File: config.mk
export PLATFORM = sky130hd
export DESIGN_NAME = csrmv_mac
export DESIGN_NICKNAME = d
export VERILOG_FILES = /design/src/sv/csrmv_pkg.sv /design/src/sv/csrmv_mac.sv
export SDC_FILE = /design/constraint.sdc
export NUM_CORES = 2
export LEC_CHECK = 0
export BUFFER_PORTS_ARGS = -buffer_cell sky130_fd_sc_hd__buf_2
export CORE_UTILIZATION = 60
export DETAILED_ROUTE_END_ITERATION = 16
export PLACE_DENSITY = 0.79
export SLEW_MARGIN = 0
export SYNTH_ARGS = -nofsm -noshare
export SYNTH_HDL_FRONTEND = slang
export SYNTH_SLANG_ARGS = --single-unit
File: constraint.sdc
create_clock -name clk -period 20.1 [get_ports clk]
set_input_delay 4.02 -clock clk [delete_from_list [all_inputs] [get_ports clk]]
set_output_delay 4.02 -clock clk [all_outputs]
set_load 0.01 [all_outputs]
File: src/sv/csrmv_pkg.sv
package csrmv_pkg;

	// Field widths fixed by the item formats
	localparam int unsigned ACT_W = 2;
	localparam int unsigned POS_W = 10;
	localparam int unsigned VAL_W = 32;
	localparam int unsigned ROW_W = 16;
	localparam int unsigned ACC_W = 64;

	// Request codes
	localparam logic [ACT_W-1:0] ACT_LOAD    = 2'd0;
	localparam logic [ACT_W-1:0] ACT_NONZERO = 2'd1;
	localparam logic [ACT_W-1:0] ACT_EMPTY   = 2'd2;

	// Saturation limits of the row sum
	localparam logic signed [VAL_W-1:0] SUM_MAX = 32'sh7FFF_FFFF;
	localparam logic signed [VAL_W-1:0] SUM_MIN = 32'sh8000_0000;

	typedef struct packed {
		logic [ACT_W-1:0]        action;
		logic [POS_W-1:0]        position;
		logic signed [VAL_W-1:0] value;
		logic                    row_end;
	} item_t;

	typedef struct packed {
		logic [ROW_W-1:0]        row_number;
		logic signed [VAL_W-1:0] row_sum;
		logic                    last_row;
		logic                    saturated;
	} result_t;

	// Request handed to the multiply-accumulate pipeline
	typedef struct packed {
		logic                    valid;
		logic                    empty;
		logic signed [VAL_W-1:0] value;
		logic                    row_end;
		logic                    in_range;
	} issue_t;

	// Finished row accumulation handed to the output stage
	typedef struct packed {
		logic             valid;
		logic [ACC_W-1:0] acc;
	} row_acc_t;

endpackage

File: src/sv/csrmv_mac.sv
module csrmv_mac (
	input  logic                                  clk,
	input  logic                                  arst_n,
	input  csrmv_pkg::issue_t                     issue,
	input  logic [csrmv_pkg::VAL_W-1:0]           rd_data,
	input  logic                                  take,
	output logic                                  ready,
	output csrmv_pkg::row_acc_t                   row_acc
);

	// Stage 1: request waits for the vector element
	logic                               valid_s1;
	logic                               empty_s1;
	logic signed [csrmv_pkg::VAL_W-1:0] value_s1;
	logic                               row_end_s1;
	logic                               in_range_s1;

	// Stage 2: product
	logic                               valid_s2;
	logic                               empty_s2;
	logic                               row_end_s2;
	logic signed [csrmv_pkg::ACC_W-1:0] prod_s2;

	// Stage 3: finished row sum
	logic                               valid_s3;
	logic [csrmv_pkg::ACC_W-1:0]        acc_s3;

	logic [csrmv_pkg::ACC_W-1:0]        acc_q;
	logic [csrmv_pkg::ACC_W-1:0]        acc_next;
	logic signed [csrmv_pkg::VAL_W-1:0] elem;
	logic                               free_s3;
	logic                               free_s2;
	logic                               adv_s2;
	logic                               emit_s2;

	// Let each stage refill when empty or when it drains downstream
	assign free_s3 = !valid_s3 || take;
	assign free_s2 = !valid_s2 || free_s3;
	assign ready   = !valid_s1 || free_s2;
	assign adv_s2  = valid_s2 && free_s3;
	assign emit_s2 = empty_s2 || row_end_s2;

	// Use zero for columns beyond the store
	assign elem     = in_range_s1 ? $signed(rd_data) : '0;
	assign acc_next = acc_q + prod_s2;

	// Valid bits
	always_ff @(posedge clk or negedge arst_n) begin
		if (!arst_n) begin
			valid_s1 <= 1'b0;
			valid_s2 <= 1'b0;
			valid_s3 <= 1'b0;
		end else begin
			if (ready) begin
				valid_s1 <= issue.valid;
			end
			if (free_s2) begin
				valid_s2 <= valid_s1;
			end
			if (free_s3) begin
				valid_s3 <= adv_s2 && emit_s2;
			end
		end
	end

	// Accumulate, clear on row end or empty row
	always_ff @(posedge clk or negedge arst_n) begin
		if (!arst_n) begin
			acc_q <= '0;
		end else if (adv_s2) begin
			if (emit_s2) begin
				acc_q <= '0;
			end else begin
				acc_q <= acc_next;
			end
		end
	end

	// Payload registers
	always_ff @(posedge clk) begin
		if (ready) begin
			empty_s1    <= issue.empty;
			value_s1    <= issue.value;
			row_end_s1  <= issue.row_end;
			in_range_s1 <= issue.in_range;
		end
		if (free_s2) begin
			empty_s2   <= empty_s1;
			row_end_s2 <= row_end_s1;
			prod_s2    <= csrmv_pkg::ACC_W'(value_s1) * csrmv_pkg::ACC_W'(elem);
		end
		if (adv_s2) begin
			acc_s3 <= empty_s2 ? '0 : acc_next;
		end
	end

	assign row_acc.valid = valid_s3;
	assign row_acc.acc   = acc_s3;

	// An empty pipeline never stalls the input
	a_empty_ready: assert property (@(posedge clk) disable iff (!arst_n)
		!valid_s1 |-> ready)
		else $error("pipeline empty but not ready");

	// A row that leaves the adder leaves the accumulator clear
	a_acc_cleared: assert property (@(posedge clk) disable iff (!arst_n)
		adv_s2 && emit_s2 |=> acc_q == '0)
		else $error("accumulator not cleared after row emit");

endmodule

# Yosys cells after proc, flatten, opt, wreduce, memory -nomap -nowiden
# Index checks and enable logic that the tools add are counted.
# W data, S select, Z words.
[totals]
ff_bits = 232
inputBits = 71
[classes]
muxes = 2
reduce_logical = 9
add_sub_neg = 1
multipliers = 1
[ops]
columns = ["op", "n"]
rows = [
  ["$add A64 B64 Y64", 1],
  ["$mul A32 B32 Y64", 1],
  ["$mux W64", 1],
  ["$mux W32", 1],
  ["$logic_or A1 B1 Y1", 4],
  ["$logic_not A1 Y1", 3],
  ["$logic_and A1 B1 Y1", 2],
]

# Depth between registers and ports, before layout
[depth]
depth_word = 4
depth_mapped = 32
depth_no_buf = 28

# Worst setup path before layout
# OpenSTA, ideal clock, no wires.
[synth_path]
path_type = "in2reg"
startpoint = "input port rd_data[2] (netlist name)"
endpoint = "register prod_s2[59] (netlist name), data pin"
arrival_ns = 11.241
stages = 23
setup_ns = 0.265
path_buffers = 1
required_ns = 19.835
setup_slack_ns = 8.594
path_cell_list = "and2_1 -> clkbuf_1 -> nand2_1 -> inv_1 -> fa_1 -> fa_1 -> fa_1 -> fa_1 -> inv_1 -> fa_1 -> inv_1 -> fa_1 -> fa_1 -> fa_1 -> ha_1 -> a21o_1 -> a31oi_1 -> o21ai_0 -> a221o_1 -> nor3_1 -> o21a_1 -> o21ai_1 -> xor2_1"
[synth_between]
elab_chain_cells = 2
[synth_rtl]
columns = ["item", "line_no", "source"]
rows = [
  ["from (decl)", "csrmv_mac.sv:5", "input logic [csrmv_pkg::VAL_W-1:0] rd_data,"],
  ["$mux W32", "csrmv_mac.sv:44", "assign elem = in_range_s1 ? $signed(rd_data) : '0;"],
  ["$mul A32 B32 Y64", "csrmv_mac.sv:90", "prod_s2 <= csrmv_pkg::ACC_W'(value_s1) * csrmv_pkg::ACC_W'(elem);"],
  ["to (signal assigned)", "csrmv_mac.sv:90", ""],
  ["to (decl)", "csrmv_mac.sv:22", "logic signed [csrmv_pkg::ACC_W-1:0] prod_s2;"],
]
# No other way between the ends.
# A chain may end at the register's enable or synchronous reset.

# Final worst setup path
[layout_path]
startpoint = "input port rd_data[5] (netlist name)"
endpoint = "register prod_s2[63] (netlist name), data pin"
# The elaborated chain is that of the path after synthesis.

==> out/summary.txt <==
final hold violations: 0
Final nets: 6251
HPWL after DPL: 102 mm
Post-synth top cells: 1083 x fa_1, 973 x inv_1, 604 x nand2_1, 528 x and3_1, 305 x clkbuf_1
clk buf depth: 3
initial antenna violation count: 5
sequential area share after synthesis: 0.139
routed len/inst: 22.6 um
Worst Clk Skew: 0.0297 ns
CTS Buf Count: 27
top cell type's share of synthesized area: 0.454
vias post-DR: 35800
Clock transition at path regs: 0.07 ns
Via density: 6.05
htree depth: 1
Worst path slowest cell: fa_1
Site Rows: 103
total global-route track usage: 0.345
area of the core: 78900 sq um
critical path's most frequent cell: fa_1
Remaining DRCs: 0
CP Launch Type: input pin
CP Class: input pin to flip-flop
slowest stage delay, CP: 0.87 ns
First-pass DRT Iterations: 9
register area: 6630 sq um
Slew headroom: 0.106
Fin Setup TNS: 0 ns
status: finished, final reports clean
area of the mapped netlist: 47800 sq um
Synth cell types: 70
Synth async-reset ratio: 0.289
cell count after synthesis: 4942
hold crit path type: flip-flop to flip-flop
MaxCap Viol Count: 0
RePlAce Congestion: 0.973
Post-Place Cells: 5871
die footprint: 80700 sq um
CTS tree: done
Worst EP arrival: 12.96 ns
Synth area leaders: fa_1 45%, edfxtp_1 10%, inv_1 7.6%, and3_1 6.9%, ha_1 6.5%
post-synth net total: 6343
Fillers: 6333
Top delay family on crit path: adder cells
syn_area_per_cell: 9.66 sq um
Crit. End Element: flip-flop
most frequent cell after synthesis: fa_1
antenna-violating nets left: 0
Die Y-Extent: 284 um
input/output buffers: 136
CTS Root Cell: clkbuf_16
fin cells: 5921
share of cells above drive strength 1: 0.0569
# setup viols final: 0
EDFF count, synth: 165
fin crit share: 0.627
Max Slew Vio Count: 0
crit-path max FO: 18
Req. time, crit path: 20.45 ns
WL final: 134 mm
Core Util, Final: 0.633
Syn. warnings: 0
CTS sink cnt: 232
Synth Flop Type: edfxtp_1
area taken by multi-input logic gates: 36300 sq um
Post-CTS Hold Buffers: 0
largest net degree at the start of global routing: 222
P&R area growth vs syn: 4.57%
GR Overflow Total: 0
Clock Latency Late Sink: 0.61 ns
DRT iter0 DRCs: 3431
Post-CTS Setup Inserts: 0
area leader, netlist: fa_1
Worst-Margin Slew: 1.34 ns
CTS resizes: 0
die extent in x: 284 um
Tmin final: 12.61 ns
I/O pin cnt: 137
global-route wire length before repair: 215 mm
Initial Util: 0.605
unrepaired setup endpoints after global routing: false
Bufs and invs on worst path: 6
vias in the first global route: 38700
Yosys reg bits: 232
Fmax: 79.3 MHz
==> metal layers <==
layer | up-vias | GRT usage | wire (um)
met5 | - | 0 | 24
met4 | 4 | 0.134 | 5980
met3 | 402 | 0.102 | 16800
met2 | 2154 | 0.538 | 60700
met1 | 18100 | 0.456 | 50500
li1 | 15200 | - | -
==> state kept, by name, indices dropped and copies added (netlist names) <==
| signal | flops |
|---|---|
| valid_s1 | 1 |
| valid_s2 | 1 |
| row_end_s1 | 1 |
| in_range_s1 | 1 |
| acc_s3 | 64 |
| value_s1 | 32 |
| acc_q | 64 |
| row_end_s2 | 1 |
| empty_s2 | 1 |
| empty_s1 | 1 |
| valid_s3 | 1 |
| prod_s2 | 64 |
==> cell usage in the layout (no fill, tap or decap), types with 5 or more instances in the layout <==
cell / count
clkbuf_16: 27
and2_1: 30
nor2_1: 149
ha_1: 247
o31ai_1: 11
o21a_1: 21
nand4_1: 23
fa_1: 1083
inv_6: 5
a211oi_1: 10
xor2_1: 45
a21o_1: 60
o2111ai_1: 6
o21ai_0: 130
edfxtp_1: 165
nor2b_1: 16
buf_2: 136
or2_2: 14
xnor2_1: 86
clkinvlp_4: 5
nand3_1: 54
buf_4: 54
o211ai_1: 10
inv_1: 972
and3_1: 528
a31oi_1: 15
nand2b_1: 14
nand2_1: 603
dfrtp_1: 67
a31o_2: 5
nor3_1: 22
a21oi_1: 141
o21bai_1: 26
clkinv_2: 6
==> area by class of cell <==
class | instances | area share
clock buffer | 27 | 0.0135
inverter | 973 | 0.0731
multi-input combinational | 3424 | 0.727
clock inverter | 22 | 0.00484
antenna | 1 | 0.0000501
sequential | 232 | 0.133
timing repair buffer | 192 | 0.0225
tap | 1050 | 0.0263
==> worst reg2reg max path, stage by stage, from the launching register on <==
cell	delay (ns)
edfxtp_1	1.02
buf_12	0.50
and2_1	1.27
nand2_1	0.32
fa_1	0.70
fa_1	0.46
inv_1	0.08
fa_1	0.44
fa_1	0.87
inv_1	0.40
fa_1	0.58
inv_1	0.05
fa_1	0.55
fa_1	0.44
fa_1	0.47
ha_1	0.40
and3_1	0.23
nand2_1	0.08
nor2_1	0.12
nand2_1	0.14
a2111oi_0	0.54
nor3_1	0.25
o211ai_1	0.28
a21oi_1	0.11
xnor2_1	0.13
==> final timing paths <==
path	from	endpoint	slack, ns	cells past startpoint
max in group asynchronous	arst_n	acc_q[59]	15.77	2
setup / recovery	rd_data[5]	prod_s2[63]	7.49	26
hold reg to reg	row_end_s1	row_end_s2	0.42	0
setup reg to reg	in_range_s1	prod_s2[63]	9.41	24
min in group asynchronous	arst_n	acc_q[8]	3.65	2
hold / removal	row_end_s1	row_end_s2	0.42	0
==> cell families (layout without fill, tap and decap cells) <==
| logic type | count (synthesis) | after routing | share of synthesized area |
|---|---|---|---|
| xor gates and xnor gates | 131 | 131 | 0.0240 |
| adders and majority gates | 1330 | 1330 | 0.519 |
| and+or+nand+nor | 1474 | 1474 | 0.152 |
| buffers and inverters | 1286 | 1214 | 0.101 |
| muxes | 2 | 2 | 0.000472 |
| other | 0 | 1 | 0 |
| DFF | 232 | 232 | 0.139 |
| AOI/OAI and AO/OA | 487 | 487 | 0.0646 |
==> metrics by stage <==
stage	hold slack, ns	area (sq um)	setup slack (ns)
after floorplan	0.400	47800	8.59
after global placement	0.407	49000	7.18
after detailed placement	0.410	49000	6.97
after CTS	0.426	49900	7.59
after global routing	0.428	49900	7.12
final	0.422	49900	7.49
Power is not shown: default switching activity piles up to over one toggle a cycle in this logic, so the estimate is an artifact.
