==> src/sv/csrmv_pkg.sv <==
package csrmv_pkg;

	// Field widths fixed by the item formats
	localparam int unsigned ACT_W = 2;
	localparam int unsigned POS_W = 10;
	localparam int unsigned VAL_W = 32;
	localparam int unsigned ROW_W = 16;
	localparam int unsigned ACC_W = 64;

	// Request codes
	localparam logic [ACT_W-1:0] ACT_LOAD    = 2'd0;
	localparam logic [ACT_W-1:0] ACT_NONZERO = 2'd1;
	localparam logic [ACT_W-1:0] ACT_EMPTY   = 2'd2;

	// Saturation limits of the row sum
	localparam logic signed [VAL_W-1:0] SUM_MAX = 32'sh7FFF_FFFF;
	localparam logic signed [VAL_W-1:0] SUM_MIN = 32'sh8000_0000;

	typedef struct packed {
		logic [ACT_W-1:0]        action;
		logic [POS_W-1:0]        position;
		logic signed [VAL_W-1:0] value;
		logic                    row_end;
	} item_t;

	typedef struct packed {
		logic [ROW_W-1:0]        row_number;
		logic signed [VAL_W-1:0] row_sum;
		logic                    last_row;
		logic                    saturated;
	} result_t;

	// Request handed to the multiply-accumulate pipeline
	typedef struct packed {
		logic                    valid;
		logic                    empty;
		logic signed [VAL_W-1:0] value;
		logic                    row_end;
		logic                    in_range;
	} issue_t;

	// Finished row accumulation handed to the output stage
	typedef struct packed {
		logic             valid;
		logic [ACC_W-1:0] acc;
	} row_acc_t;

endpackage

==> src/sv/csrmv_out.sv <==
module csrmv_out #(
	parameter int unsigned FRAC_BITS = 16
) (
	input  logic                          clk,
	input  logic                          arst_n,
	input  csrmv_pkg::row_acc_t           row_acc,
	input  logic [csrmv_pkg::ROW_W-1:0]   row_count,
	input  logic                          result_stall,
	output logic                          take,
	output logic                          result_valid,
	output csrmv_pkg::result_t            result
);

	localparam int unsigned HI_W = csrmv_pkg::ACC_W - FRAC_BITS - csrmv_pkg::VAL_W + 1;

	logic                               out_valid_q;
	csrmv_pkg::result_t                 out_q;
	logic [csrmv_pkg::ROW_W-1:0]        row_counter_q;
	logic [csrmv_pkg::ROW_W-1:0]        last_idx;
	logic [HI_W-1:0]                    hi_bits;
	logic                               fits;
	logic signed [csrmv_pkg::VAL_W-1:0] sum;
	logic                               at_last;
	logic                               wrap;

	assign take = !out_valid_q || !result_stall;

	// Treat a zero row count as one
	assign last_idx = (row_count == '0) ? '0 : row_count - 1'b1;
	assign at_last  = row_counter_q == last_idx;
	assign wrap     = row_counter_q >= last_idx;

	// Shift out the fraction and clip to 32 bits
	assign hi_bits = row_acc.acc[csrmv_pkg::ACC_W-1 -: HI_W];
	assign fits    = (&hi_bits) || !(|hi_bits);
	assign sum     = fits ? $signed(row_acc.acc[FRAC_BITS +: csrmv_pkg::VAL_W])
		: (row_acc.acc[csrmv_pkg::ACC_W-1] ? csrmv_pkg::SUM_MIN : csrmv_pkg::SUM_MAX);

	// Output valid and row counter
	always_ff @(posedge clk or negedge arst_n) begin
		if (!arst_n) begin
			out_valid_q   <= 1'b0;
			row_counter_q <= '0;
		end else if (take) begin
			out_valid_q <= row_acc.valid;
			if (row_acc.valid) begin
				row_counter_q <= wrap ? '0 : row_counter_q + 1'b1;
			end
		end
	end

	// Output payload
	always_ff @(posedge clk) begin
		if (take && row_acc.valid) begin
			out_q.row_number <= row_counter_q;
			out_q.row_sum    <= sum;
			out_q.last_row   <= at_last;
			out_q.saturated  <= !fits;
		end
	end

	assign result_valid = out_valid_q;
	assign result       = out_q;

	// A clipped sum sits at one of the limits
	a_sat_limit: assert property (@(posedge clk) disable iff (!arst_n)
		result_valid && result.saturated |->
			(result.row_sum == csrmv_pkg::SUM_MAX || result.row_sum == csrmv_pkg::SUM_MIN))
		else $error("saturated sum not at a limit");

	// The counter returns to zero after the last row
	a_row_wrap: assert property (@(posedge clk) disable iff (!arst_n)
		take && row_acc.valid && at_last |=> row_counter_q == '0)
		else $error("row counter did not wrap");

endmodule

==> config.mk <==
export PLATFORM = sky130hd
export DESIGN_NAME = csrmv_out
export DESIGN_NICKNAME = d
export VERILOG_FILES = /design/src/sv/csrmv_pkg.sv /design/src/sv/csrmv_out.sv
export SDC_FILE = /design/constraint.sdc
export NUM_CORES = 1
export LEC_CHECK = 0
export ABC_AREA = 1
export BUFFER_PORTS_ARGS = -buffer_cell sky130_fd_sc_hd__buf_2
export CAP_MARGIN = 0
export CORE_UTILIZATION = 35
export DETAILED_ROUTE_END_ITERATION = 12
export PLACE_DENSITY_LB_ADDON = 0.08
export SYNTH_ARGS = -nofsm -noshare
export SYNTH_HDL_FRONTEND = slang
export SYNTH_SLANG_ARGS = --single-unit
export TNS_END_PERCENT = 30
==> constraint.sdc <==
create_clock -name clk -period 1.8 [get_ports clk]
set_input_delay 0.18 -clock clk [delete_from_list [all_inputs] [get_ports clk]]
set_output_delay 0.18 -clock clk [all_outputs]
set_load 0.05 [all_outputs]
**Word-level counts from Yosys, hierarchy flattened**

Cells that the tools add are included.

- Latch bits: 0
- Bits in registers: 67
- Bits in writable memories: 0
- Output and inout port bits: 52
- Input bits: 84
- Memory bits (read-only): 0
- Memories: 0
- Logic and storage cells: 25

- Bitwise gates (word level): 0
- Magnitude comparators: 1
- Shift-type cells: 0
- Div/mod/pow operators: 0
- Equal/unequal tests: 1
- Multiplexer cells: 4
- Reductions and logical operators: 11
- Add/subtract/negate cells: 2
- Multipliers: 0

Operator list:

| operator | count |
|---|---|
| 2-to-1 mux 32 bit | 2 |
| 2-to-1 mux 16 bit | 2 |
| AND reduction 17 bit | 1 |
| OR reduction 17 bit | 1 |
| adder 16 x 1 -> 16 bit (second input constant) | 1 |
| == test 16 bit | 1 |
| >= comparator 16 bit | 1 |
| zero test 16 bit | 1 |
| subtractor 16 x 1 -> 16 bit (second input constant) | 1 |
| zero test 1 bit | 4 |
| logical OR 1 bit | 2 |
| AND reduction 2 bit | 1 |
| logical AND 1 bit | 1 |

**Depth between registers and ports, before layout**

Gate-level depths: netlist of run 1.

- Depth after elaboration: 4
- Mapped depth: 19
- Gate-level depth less buffers: 19

**Worst setup path after synthesis of run 1**

No wires, ideal clock.

- Kind: flip-flop to flip-flop
- Start point: register out_valid_q, in the netlist result_valid
- End point: register out_q, in the netlist result[0], enable pin
- Data required time: 1.424 ns
- Clock period less this slack: 2.195 ns
- Cell stages (with the launch flop): 5
- Path buffers: 1
- Data arrival time: 1.820 ns
- Setup slack: -0.395 ns
- Setup time: 0.376 ns
- Cell sequence: dfrtp_1 > nand2_2 > nand2_2 > inv_1 > buf_4

- Longest elaborated chain between the ends: 3

Ends and longest elaborated chain:

| what | line | RTL |
|---|---|---|
| start: declaration | csrmv_out.sv:16 | `logic out_valid_q;` |
| start signal: assignment | csrmv_out.sv:45 | `out_valid_q <= row_acc.valid;` |
| zero test 1 bit | csrmv_out.sv:26 | `assign take = !out_valid_q \|\| !result_stall;` |
| logical OR 1 bit | csrmv_out.sv:26 |  |
| named net take | csrmv_out.sv:9 | `output logic take,` |
| logical AND 1 bit | csrmv_out.sv:54 | `if (take && row_acc.valid) begin` |
| end: declaration | csrmv_out.sv:17 | `csrmv_pkg::result_t out_q;` |

The timed path passes the listed nets, and every way through them passes these cells.
A chain may end at the register's enable or synchronous reset.

**Final worst setup path of run 1**

- Start point: input port row_count[3] (netlist name)
- End point: register row_counter_q[3] (netlist name)

- Longest elaborated chain between the ends: 4
- Elaborated cells on any way between the ends: 5
- Those cells by class: add/sub: 1; order compare: 1; mux: 2; reduce/logical: 1

Ends and longest elaborated chain:

| what | line | RTL |
|---|---|---|
| start: declaration | csrmv_out.sv:7 | `input logic [csrmv_pkg::ROW_W-1:0] row_count,` |
| subtractor 16 x 1 -> 16 bit or zero test 16 bit (tied branches) | csrmv_out.sv:29 | `assign last_idx = (row_count == '0) ? '0 : row_count - 1'b1;` |
| 2-to-1 mux 16 bit (*) | csrmv_out.sv:29 |  |
| >= comparator 16 bit (*) | csrmv_out.sv:31 | `assign wrap = row_counter_q >= last_idx;` |
| 2-to-1 mux 16 bit (*) | csrmv_out.sv:47 | `row_counter_q <= wrap ? '0 : row_counter_q + 1'b1;` |
| end signal: assignment | csrmv_out.sv:47 |  |
| end: declaration | csrmv_out.sv:18 | `logic [csrmv_pkg::ROW_W-1:0] row_counter_q;` |

Mark *: on every way between the ends. The rest lies on a longest branch, timed or not.

==> summary.txt, run 1 <==
Run status
  – Status: finished with violations
  – Failing checks: setup timing

Place
  – Hpwl dp: 6.81 mm
  – Dpl cells: 700
  – Pre-CTS setup slack: -0.678 ns
  – GPL Wtd Cong: 0.811
  – I/O Buffers: 119

Global routing
  – First-pass GRT wire length: 15.0 mm
  – Largest net degree at the start of global routing: 33
  – Initial antenna violation count: 0
  – GRT Overall Usage: 0.168
  – Vias in the first global route: 3194
  – Total grt overflow: 0

Timing
  – Hold Fails Final Rpt: 0
  – Period Utilization, post-route: 1.11
  – Unrepaired setup endpoints after global routing: yes
  – Final worst path period need: 1.99 ns
  – Final hold slack: 0.0681 ns
  – Slew @ Worst Pin: 0.463 ns
  – Max Clk Rate: 502 MHz
  – Post-Route Skew: 0.00799 ns
  – Final Slew Violations: 0
  – Final WS setup: -0.192 ns
  – # setup viols final: 16
  – Max-slew headroom: 0.690

Routing
  – Number of remaining DRC errors: 0
  – Wire per inst: 12.5 um
  – Final wirelength: 9.10 mm
  – Drt first-iter violations: 160
  – Antenna Nets Post-Route: 0
  – First-pass DRT Iterations: 4
  – Via-to-Cell Ratio: 4.52
  – Routed vias: 3279

Logic synthesis
  – Sequential area share after synthesis: 0.499
  – Synth Register Bits: 67
  – Post-Syn Area: 0.00386 mm^2
  – Synth Instances: 401
  – Synth area leader: edfxtp_1
  – Syn_nets: 504
  – Top-area cell type share of the netlist area: 0.389
  – Synth area leaders: edfxtp_1 (39%), nand2_1 (13%), dfrtp_1 (11%)
  – Yosys warnings: 0
  – Syn_area_per_cell: 9.63 um^2
  – Yosys cell types: 37

Critical path
  – CP startpoint kind: primary input
  – CP Max Fanout: 7
  – Worst EP required: 2.06 ns
  – Crit path arrival time: 2.25 ns
  – CP endpoint kind: flip-flop
  – WS Path Type: primary input to flip-flop

Clock tree
  – Worst-path clk slew: 0.07 ns
  – Clock root buffer: clkbuf_8
  – CTS Buf Count: 9
  – TritonCTS clock tree: built
  – Maximum buffer depth of the clock tree: 2
  – Clk_lat worst skew: 0.34 ns
  – H-tree Lvls: 3
  – Clk sinks: 67

Worst hold path
  – Hold Path Class: primary input to flip-flop

Power
  – Max VDD drop: 0.498 mV
  – Sequential share of power: 0.430
  – Clock share of power: 0.228
  – Switching Share: 0.356
  – Logic pwr share: 0.342
  – Static Leak: 0.00257 uW
  – Net Sw Power: 1640 uW
  – Int Pwr: 2970 uW
  – PD cells: 845 mW/mm^2
  – Total power: 4610 uW

Flow run
  – Max Cap Viol: 0

Die
  – Die width: 107 um
  – Top-Level Pins: 136
  – Die H: 107 um
  – Initial Util: 0.367
  – Die ar.: 0.0115 mm^2
  – CORE AREA: 0.0105 mm^2
  – Cell Rows: 37

Final layout
  – Antenna cells: 0
  – Final Non-Filler Cells: 726
  – Nets@finish: 688
  – Share of cells above drive strength 1: 0.485
  – Fillers: 984
  – Area growth syn-to-layout: 41.2%
[cell usage after synthesis (all sizes together)]
master,number
o21bai,2
buf,9
nand3,25
nand2,142
ha,19
or2,4
nor3,13
xor2,7
nand3b,1
xnor2,7
a21oi,19
nand4,8
dfrtp,17
inv,35
nor4,1
edfxtp,50
nor2,33
and2,1
clkbuf,1
nor3b,1
a21o,2
o21ai,4
[metal layers]
metal,GRT usage,vias up,wire (um)
met3,0.0334,11,387
met1,0.218,1486,4170
met2,0.283,83,4440
met5,0,-,0
met4,0.0499,0,106
li1,-,1699,-
[power groups by stage]
stage | logic [uW] | clock network (uW) | registers (uW)
6_report | 1580 | 1050 | 1980
3_3_place_gp | 1460 | 0 | 2010
5_1_grt | 1730 | 1150 | 2000
2_1_floorplan | 543 | 0 | 2370
3_5_place_dp | 1480 | 0 | 2010
4_1_cts | 1540 | 1100 | 1980
[sequential cells by signal, summed over array words and instances (netlist names)]
| signal | cells |
|---|---|
| row_counter_q | 16 |
| result | 50 |
| result_valid | 1 |
[what timing repair did]
action,in CTS,in global routing
setup buffers,6,2
hold endpoints to repair,17,0
endpoints found under the setup margin,16,16
gates resized for setup,35,14
gates cloned,1,0
hold buffers,1,0
pin swaps,17,9
[per-stage QoR]
stage | util | cell area [um^2] | setup TNS [ns]
global route | 0.519 | 5450 | -5.20
floorplan | - | 3900 | -3.97
finish | 0.519 | 5450 | -2.63
global placement | 0.476 | 5000 | -10.39
CTS | 0.512 | 5380 | -2.97
detailed placement | 0.476 | 5000 | -10.80
[placed cells by master (no fill, tap or decap), types with 6 or more instances in the layout]
cell type	n
inv_1	27
dfrtp_1	16
xor2_1	7
clkbuf_8	9
nand4_1	7
nand2_2	15
a21oi_1	6
ha_1	15
nand2_1	122
buf_6	12
nand3_1	16
nor2_4	8
a21oi_2	13
buf_4	52
nor3_1	9
inv_2	7
edfxtp_1	50
nand3_2	9
nor2_2	11
buf_2	113
nor2_1	14
[area by class of cell]
type	count	area [um^2]	area share
clock buffer	10	128	0.0234
clock inverter	6	32.5	0.00597
inverter	35	135	0.0248
multi-input combinational	290	1880	0.344
sequential	67	1930	0.354
tap	136	170	0.0312
timing repair buffer	182	1180	0.217
[path summary, 6_finish.rpt]
| kind | start | end | slack (ns) | cells past startpoint |
|---|---|---|---|---|
| worst max-delay path | row_count[3] | row_counter_q[3]$_DFFE_PN0P_ | -0.19 | 17 |
| worst min-delay path | row_acc[63] | result[33]$_DFFE_PP_ | 0.07 | 1 |
| worst max register to register | row_counter_q[15]$_DFFE_PN0P_ | row_counter_q[3]$_DFFE_PN0P_ | 0.14 | 8 |
| worst min register to register | result_valid$_DFFE_PN0N_ | result_valid$_DFFE_PN0N_ | 0.53 | 2 |
| max in group asynchronous | arst_n | result_valid$_DFFE_PN0N_ | 1.19 | 2 |
| min in group asynchronous | arst_n | row_counter_q[12]$_DFFE_PN0P_ | 0.30 | 2 |
[critical path, stage by stage]
cell     delay (ns)
buf_6          0.11
nor2_4         0.10
nand2_2        0.07
nor2_4         0.14
nand3_2        0.11
inv_2          0.08
nand2_2        0.06
xnor2_2        0.13
nand2_1        0.07
ha_1           0.32
a21o_1         0.17
nor2_2         0.13
o21ai_2        0.07
nor2_2         0.12
nand2_4        0.12
buf_6          0.15
a21oi_2        0.12
[cell families after synthesis]
group	Yosys count	share of synthesized area
and+or+nand+nor	229	0.296
DFF	67	0.499
buffers and inverters	45	0.0613
AOI/OAI and AO/OA	27	0.0483
adders and majority gates	19	0.0616
xor gates and xnor gates	14	0.0337
(Power assumes the default switching activity.)
==> inputs of run 2 (changes only) <==
--- a/config.mk
+++ b/config.mk
@@ -5,7 +5,6 @@
 export SDC_FILE = /design/constraint.sdc
 export NUM_CORES = 1
 export LEC_CHECK = 0
-export ABC_AREA = 1
 export BUFFER_PORTS_ARGS = -buffer_cell sky130_fd_sc_hd__buf_2
 export CAP_MARGIN = 0
 export CORE_UTILIZATION = 35
==> run 2 against run 1 <==
Against the previous run: the flow still finishes with violations (setup timing); fmax is 22% lower; clock-buffer cell count is 1 lower; combinational power is 30% lower; non-clock buffer count is 1 lower; final area is 6.8% lower; sequential power is 5% lower; flip-flop and latch count stayed put; synthesized cell count is 28% lower; first-iteration DRC count is 57% lower; wire length is 13% lower; setup slack worse by 0.57 ns; clock skew is 0.0027 ns lower; largest power group unchanged; highest routed layer unchanged.
==> summary.txt, run 2 <==
Critical path
  – CP endpoint kind: flip-flop
  – R2r startpoint: row_counter_q[0]$_DFFE_PN0P_
  – WS Path Type: primary input to flip-flop
  – Worst EP required: 2.03 ns
  – Setup slack, reg-to-reg: -0.20 ns
  – R2r worst-path depth: 8
  – CP startpoint kind: primary input
  – CP Max Fanout: 6
  – R2R Path End: row_counter_q[15]$_DFFE_PN0P_
  – Crit path arrival time: 2.79 ns

Global routing
  – Total grt overflow: 0
  – Initial antenna violation count: 0
  – Largest net degree at the start of global routing: 42
  – GRT Overall Usage: 0.159
  – First-pass GRT wire length: 12.4 mm
  – Vias in the first global route: 2656

Logic synthesis
  – Yosys warnings: 0
  – Synth Register Bits: 67
  – Synth area leader: edfxtp_1
  – Post-Syn Area: 0.00338 mm^2
  – Yosys cell types: 38
  – Top-area cell type share of the netlist area: 0.444
  – Post-synth EDFFs: 50
  – Asr flop ratio synth: 0.254
  – Most frequent cell after synthesis: edfxtp_1
  – Sequential area share after synthesis: 0.569
  – Syn_area_per_cell: 11.7 um^2
  – Synth Instances: 290
  – Syn_nets: 393
  – Commonest cells in the netlist: edfxtp_1 (50), nand2_1 (34), a21o_1 (31), nor2_1 (21), xor2_1 (21)
  – Dominant synthesized flop cell: edfxtp_1
  – Synth area leaders: edfxtp_1 (44%), dfrtp_1 (13%), ha_1 (7.0%)

Final layout
  – Final Non-Filler Cells: 604
  – Antenna cells: 0
  – Post-layout util: 0.547
  – Number of flip-flops under the largest register name: 50
  – Most frequent cells in the layout: buf_2 (115), buf_4 (53), edfxtp_1 (50), a21o_1 (31), nand2_1 (29)
  – Multi-input logic area: 0.00162 mm^2
  – Share of cells above drive strength 1: 0.503
  – Fillers: 841
  – Commonest non-fill, non-tap cell in the layout: buf_2
  – Seq. cell area: 0.00193 mm^2
  – Nets@finish: 573
  – Area growth syn-to-layout: 50.1%

Die
  – Die width: 100 um
  – CORE AREA: 0.00928 mm^2
  – Cell Rows: 35
  – Initial Util: 0.365
  – Die H: 100 um
  – Die ar.: 0.0101 mm^2
  – Top-Level Pins: 136

Power
  – PD cells: 829 mW/mm^2
  – Static Leak: 0.00238 uW
  – Total power: 4210 uW
  – Max VDD drop: 0.346 mV

Routing
  – Wire per inst: 13.1 um
  – Routed vias: 2883
  – Drt first-iter violations: 68
  – Final wirelength: 7.94 mm
  – Number of remaining DRC errors: 0
  – Via-to-Cell Ratio: 4.77
  – First-pass DRT Iterations: 5
  – Antenna Nets Post-Route: 0

Worst hold path
  – Min-delay src: row_acc[63]
  – Hold Crit Depth: 1
  – Hold Path Class: primary input to flip-flop
  – Hold Path End: result[33]$_DFFE_PP_

Clock tree
  – H-tree Lvls: 3
  – Clk sinks: 67
  – TritonCTS clock tree: built
  – Clock root buffer: clkbuf_8
  – Maximum buffer depth of the clock tree: 2
  – CTS Buf Count: 9
  – Clk_lat worst skew: 0.34 ns
  – Worst-path clk slew: 0.07 ns

Timing
  – Final WS setup: -0.759 ns
  – Final Slew Violations: 0
  – Period Utilization, post-route: 1.42
  – # setup viols final: 17
  – Unrepaired setup endpoints after global routing: yes
  – Final worst path period need: 2.56 ns
  – Max-slew headroom: 0.644
  – Hold Fails Final Rpt: 0
  – Max Clk Rate: 391 MHz
  – Final hold slack: 0.0761 ns
  – Post-Route Skew: 0.00528 ns
  – Slew @ Worst Pin: 0.533 ns

Run status
  – Status: finished with violations
  – Failing checks: setup timing

Place
  – Dpl cells: 583
  – GPL Wtd Cong: 0.796
  – I/O Buffers: 119
  – Hpwl dp: 5.90 mm

Flow run
  – Max Cap Viol: 0
[run 2: changes by cell type in the layout (fill, tap and decap cells not counted), sizes merged, moves of 3 or more]
cell	before	now
a21oi	19	5
xor2	7	21
nand2b	0	3
nor4	1	6
a21o	2	31
nand3	25	10
nand2	142	34
nor2	33	21
nand4	9	14
nor3	13	9
inv	34	5
[run 2: how the worst max path moves through the flow]
| stage | startpoint | end | slack [ns] | depth (start not counted) |
|---|---|---|---|---|
| 2_1_floorplan | row_count[12] | row_counter_q[3]$_DFFE_PN0P_ | -0.98 | 12 |
| 3_5_place_dp | row_count[12] | row_counter_q[15]$_DFFE_PN0P_ | -1.16 | 13 |
| 3_3_place_gp | row_count[9] | row_counter_q[10]$_DFFE_PN0P_ | -1.12 | 13 |
| 6_report | row_count[8] | row_counter_q[14]$_DFFE_PN0P_ | -0.76 | 14 |
| 4_1_cts | row_count[9] | row_counter_q[15]$_DFFE_PN0P_ | -0.72 | 13 |
| 5_1_grt | row_count[8] | row_counter_q[9]$_DFFE_PN0P_ | -0.92 | 14 |
[run 2: routing by layer]
layer / up-vias / track usage / share of wire / wire (um)
li1: 1430 / - / - / -
met4: 0 / 0.0725 / 0.019 / 151
met5: - / 0 / 0 / 0
met1: 1347 / 0.210 / 0.46 / 3670
met3: 14 / 0.0292 / 0.052 / 411
met2: 92 / 0.255 / 0.47 / 3700
[run 2: through the flow]
| stage | setup TNS (ns) | worst slack [ns] | cell area [um^2] |
|---|---|---|---|
| after floorplan | -23.13 | -0.977 | 3460 |
| after global placement | -18.47 | -1.12 | 4600 |
| after detailed placement | -19.21 | -1.16 | 4600 |
| after CTS | -11.63 | -0.719 | 4850 |
| after global routing | -14.47 | -0.919 | 5080 |
| final | -12.04 | -0.759 | 5080 |
[run 2: cell families (layout without fill, tap and decap cells)]
group	count (synthesis)	after routing	share of synthesized area
fa+ha+maj	19	19	0.0702
buf+inv	18	203	0.0270
simple gates	112	112	0.163
compound gates	48	48	0.103
xor+xnor	26	26	0.0673
flops	67	67	0.569
[run 2: repair_timing]
item,4_1_cts,5_1_grt
setup endpoints to repair,17,17
hold buffers,1,0
resized for setup,7,37
pin swaps,4,19
endpoints found under the hold margin,17,0
setup buffers,0,3
cloned,0,1
[run 2: power breakdown]
part           total [uW]  leakage [uW]  internal, uW  switching, uW
registers            1880      0.000700          1820           59.6
logic                1110       0.00159           429            679
clock network        1220     0.0000950           634            588
[run 2: layout make-up]
class,instances,area share
Sequential cell,67,0.380
Timing Repair Buffer,181,0.226
Clock inverter,7,0.0136
Clock buffer,9,0.0244
Tap cell,129,0.0318
Inverter,6,0.00517
Multi-Input combinational cell,205,0.319
[run 2: worst max-delay path, cell delays in order]
cell       delay (ns)
buf_6            0.09
or4_4            0.54
buf_6            0.14
nor3_4           0.17
xor2_1           0.20
nand2_2          0.10
ha_4             0.28
nand4_1          0.15
buf_4            0.18
nor2_1           0.13
a2bb2oi_2        0.11
a31oi_4          0.27
clkbuf_16        0.21
nor2_2           0.03
==> inputs of run 3 (changes only) <==
==> constraint.sdc (replaced) <==
create_clock -name clk -period 1.8 [get_ports clk]
set_input_delay 0.09 -clock clk [delete_from_list [all_inputs] [get_ports clk]]
set_output_delay 0.09 -clock clk [all_outputs]
set_load 0.05 [all_outputs]
==> run 3 against run 2 <==
Against the previous run: flip-flop and latch count did not move; final area fell by 0.74%; combinational power barely moved; the flow still finishes with violations (setup timing); cell count rose by 2.0%.
==> summary.txt, run 3 (synthesis results as in run 2) <==
Critical path
  – Worst path cell trace: buf_6 > or3_4 > or2_1 > or3_4 > and2_4 > ha_4 > nand2b_4 > a2111o_1 > a32oi_2 > buf_4 > nand3_4 > o211ai_1
  – CP startpoint kind: primary input
  – Crit path arrival time: 2.72 ns
  – Critical path's slowest cell: or3_4
  – WS Path Type: primary input to flip-flop
  – Worst EP required: 2.06 ns
  – CP Max Fanout: 4
  – Most common cell on crit path: or3_4
  – Setup slack, reg-to-reg: -0.20 ns
  – Slowest Stage Delay on Critical Path: 0.37 ns
  – CP endpoint kind: flip-flop

Global routing
  – Vias in the first global route: 2771
  – Total grt overflow: 0
  – Initial antenna violation count: 0
  – GRT Overall Usage: 0.163
  – First-pass GRT wire length: 12.8 mm
  – Largest net degree at the start of global routing: 42

Die
  – CORE AREA: 0.00928 mm^2
  – Cell Rows: 35
  – Top-Level Pins: 136
  – Die H: 100 um
  – Initial Util: 0.365
  – Die width: 100 um
  – Die ar.: 0.0101 mm^2

Power
  – PD cells: 830 mW/mm^2
  – Max VDD drop: 0.337 mV
  – Static Leak: 0.00240 uW

Timing
  – Final worst path period need: 2.46 ns
  – Final WS setup: -0.664 ns
  – Fin Setup TNS: -10.54 ns
  – Unrepaired setup endpoints after global routing: yes
  – Hold Fails Final Rpt: 0
  – Final Slew Violations: 0
  – Max-slew headroom: 0.653
  – Post-Route Skew: 0.00695 ns
  – Slew @ Worst Pin: 0.521 ns
  – Max Clk Rate: 406 MHz
  – # setup viols final: 17
  – Period Utilization, post-route: 1.37

Flow run
  – Max Cap Viol: 0

Clock tree
  – H-tree Lvls: 3
  – CTS Buf Count: 9
  – Maximum buffer depth of the clock tree: 2
  – Clock root buffer: clkbuf_8
  – Clk sinks: 67
  – Clk_lat worst skew: 0.34 ns
  – TritonCTS clock tree: built
  – Worst-path clk slew: 0.08 ns

Place
  – GPL Wtd Cong: 0.797
  – Dpl cells: 583
  – I/O Buffers: 119
  – Post-DP Area: 0.00460 mm^2
  – Hpwl dp: 5.92 mm

Final layout
  – Antenna cells: 0
  – Number of flip-flops under the largest register name: 50
  – Commonest non-fill, non-tap cell in the layout: buf_2
  – Post-route cell area: 0.00504 mm^2
  – Most frequent cells in the layout: buf_2 (117), buf_4 (59), edfxtp_1 (50), nand2_1 (32), a21o_1 (31)
  – Final Non-Filler Cells: 616
  – Area growth syn-to-layout: 48.9%
  – Nets@finish: 585
  – Share of cells above drive strength 1: 0.448

Worst hold path
  – Hold Path Class: primary input to flip-flop

Routing
  – Final wirelength: 7.97 mm
  – First-pass DRT Iterations: 4
  – Drt first-iter violations: 59
  – Wire per inst: 12.9 um
  – Routed vias: 2920
  – Via-to-Cell Ratio: 4.74
  – Antenna Nets Post-Route: 0
  – Number of remaining DRC errors: 0

Run status
  – Status: finished with violations
  – Failing checks: setup timing
run 3: cell count changes in the layout (fill, tap and decap cells not counted), moves of 2 or more:
cell           previous run  this run
nor3_2                    4         2
nor2_1                    9        19
nor3_1                    4         7
buf_2                   115       117
dlygate4sd3_1             1        13
nand2_1                  29        32
buf_6                     9         2
buf_4                    53        59
nor2_2                   12         2
nand2_2                   3         0
ha_1                     15        18
ha_4                      4         1
run 3: per-layer routing:
metal	track usage	part of all wire	vias to the layer above	wire length [um]
met3	0.0286	0.047	6	372
met4	0.0758	0.012	0	95
met2	0.271	0.47	91	3770
met5	0	0	-	0
li1	-	-	1455	-
met1	0.208	0.47	1368	3730
run 3: path summary, 6_finish.rpt:
kind	start	endpoint	cells after the start
max in group asynchronous	arst_n	result_valid$_DFFE_PN0N_	2
min in group asynchronous	arst_n	row_counter_q[15]$_DFFE_PN0P_	2
hold reg to reg	result_valid$_DFFE_PN0N_	result_valid$_DFFE_PN0N_	2
setup reg to reg	row_counter_q[0]$_DFFE_PN0P_	row_counter_q[2]$_DFFE_PN0P_	8
setup / recovery	row_count[12]	row_counter_q[2]$_DFFE_PN0P_	12
hold / removal	row_acc[17]	result[3]$_DFFE_PP_	2
run 3: per-stage QoR:
step	hold WS, ns	utilization	power [uW]	worst slack, ns
floorplan	-0.206	-	2560	-0.887
global placement	0.0475	0.496	2950	-1.03
detailed placement	0.0591	0.496	2960	-1.08
CTS	0.000795	0.540	4230	-0.613
global route	0.00297	0.543	4400	-0.734
finish	0.0199	0.543	4180	-0.664
run 3: layout make-up:
class | count | area [um^2]
Timing Repair Buffer | 193 | 1220
Fill cell | 860 | 4240
Inverter | 6 | 26.3
Tap cell | 129 | 161
Clock buffer | 9 | 124
Clock inverter | 7 | 68.8
Multi-Input combinational cell | 205 | 1510
Sequential cell | 67 | 1930
run 3: critical path, delay by kind of cell:
kind / cells / cell delay [ns]
AND/OR/NAND/NOR: 6 / 1.32
adder cells (fa/ha/maj): 1 / 0.21
AO/OA/AOI/OAI: 3 / 0.82
buffers and inverters: 2 / 0.27
run 3: power breakdown:
group          leakage [uW]  switching, uW  internal, uW
clock network     0.0000950            581           634
registers          0.000700           60.1          1820
logic               0.00161            662           426
total               0.00240           1300          2880
run 3: what timing repair did:
item	4_1_cts	5_1_grt
resized for setup	11	3
buffers inserted	3	1
endpoints found under the setup margin	17	17
pin swaps	5	3
endpoints found under the hold margin	29	0
hold buffers	13	0
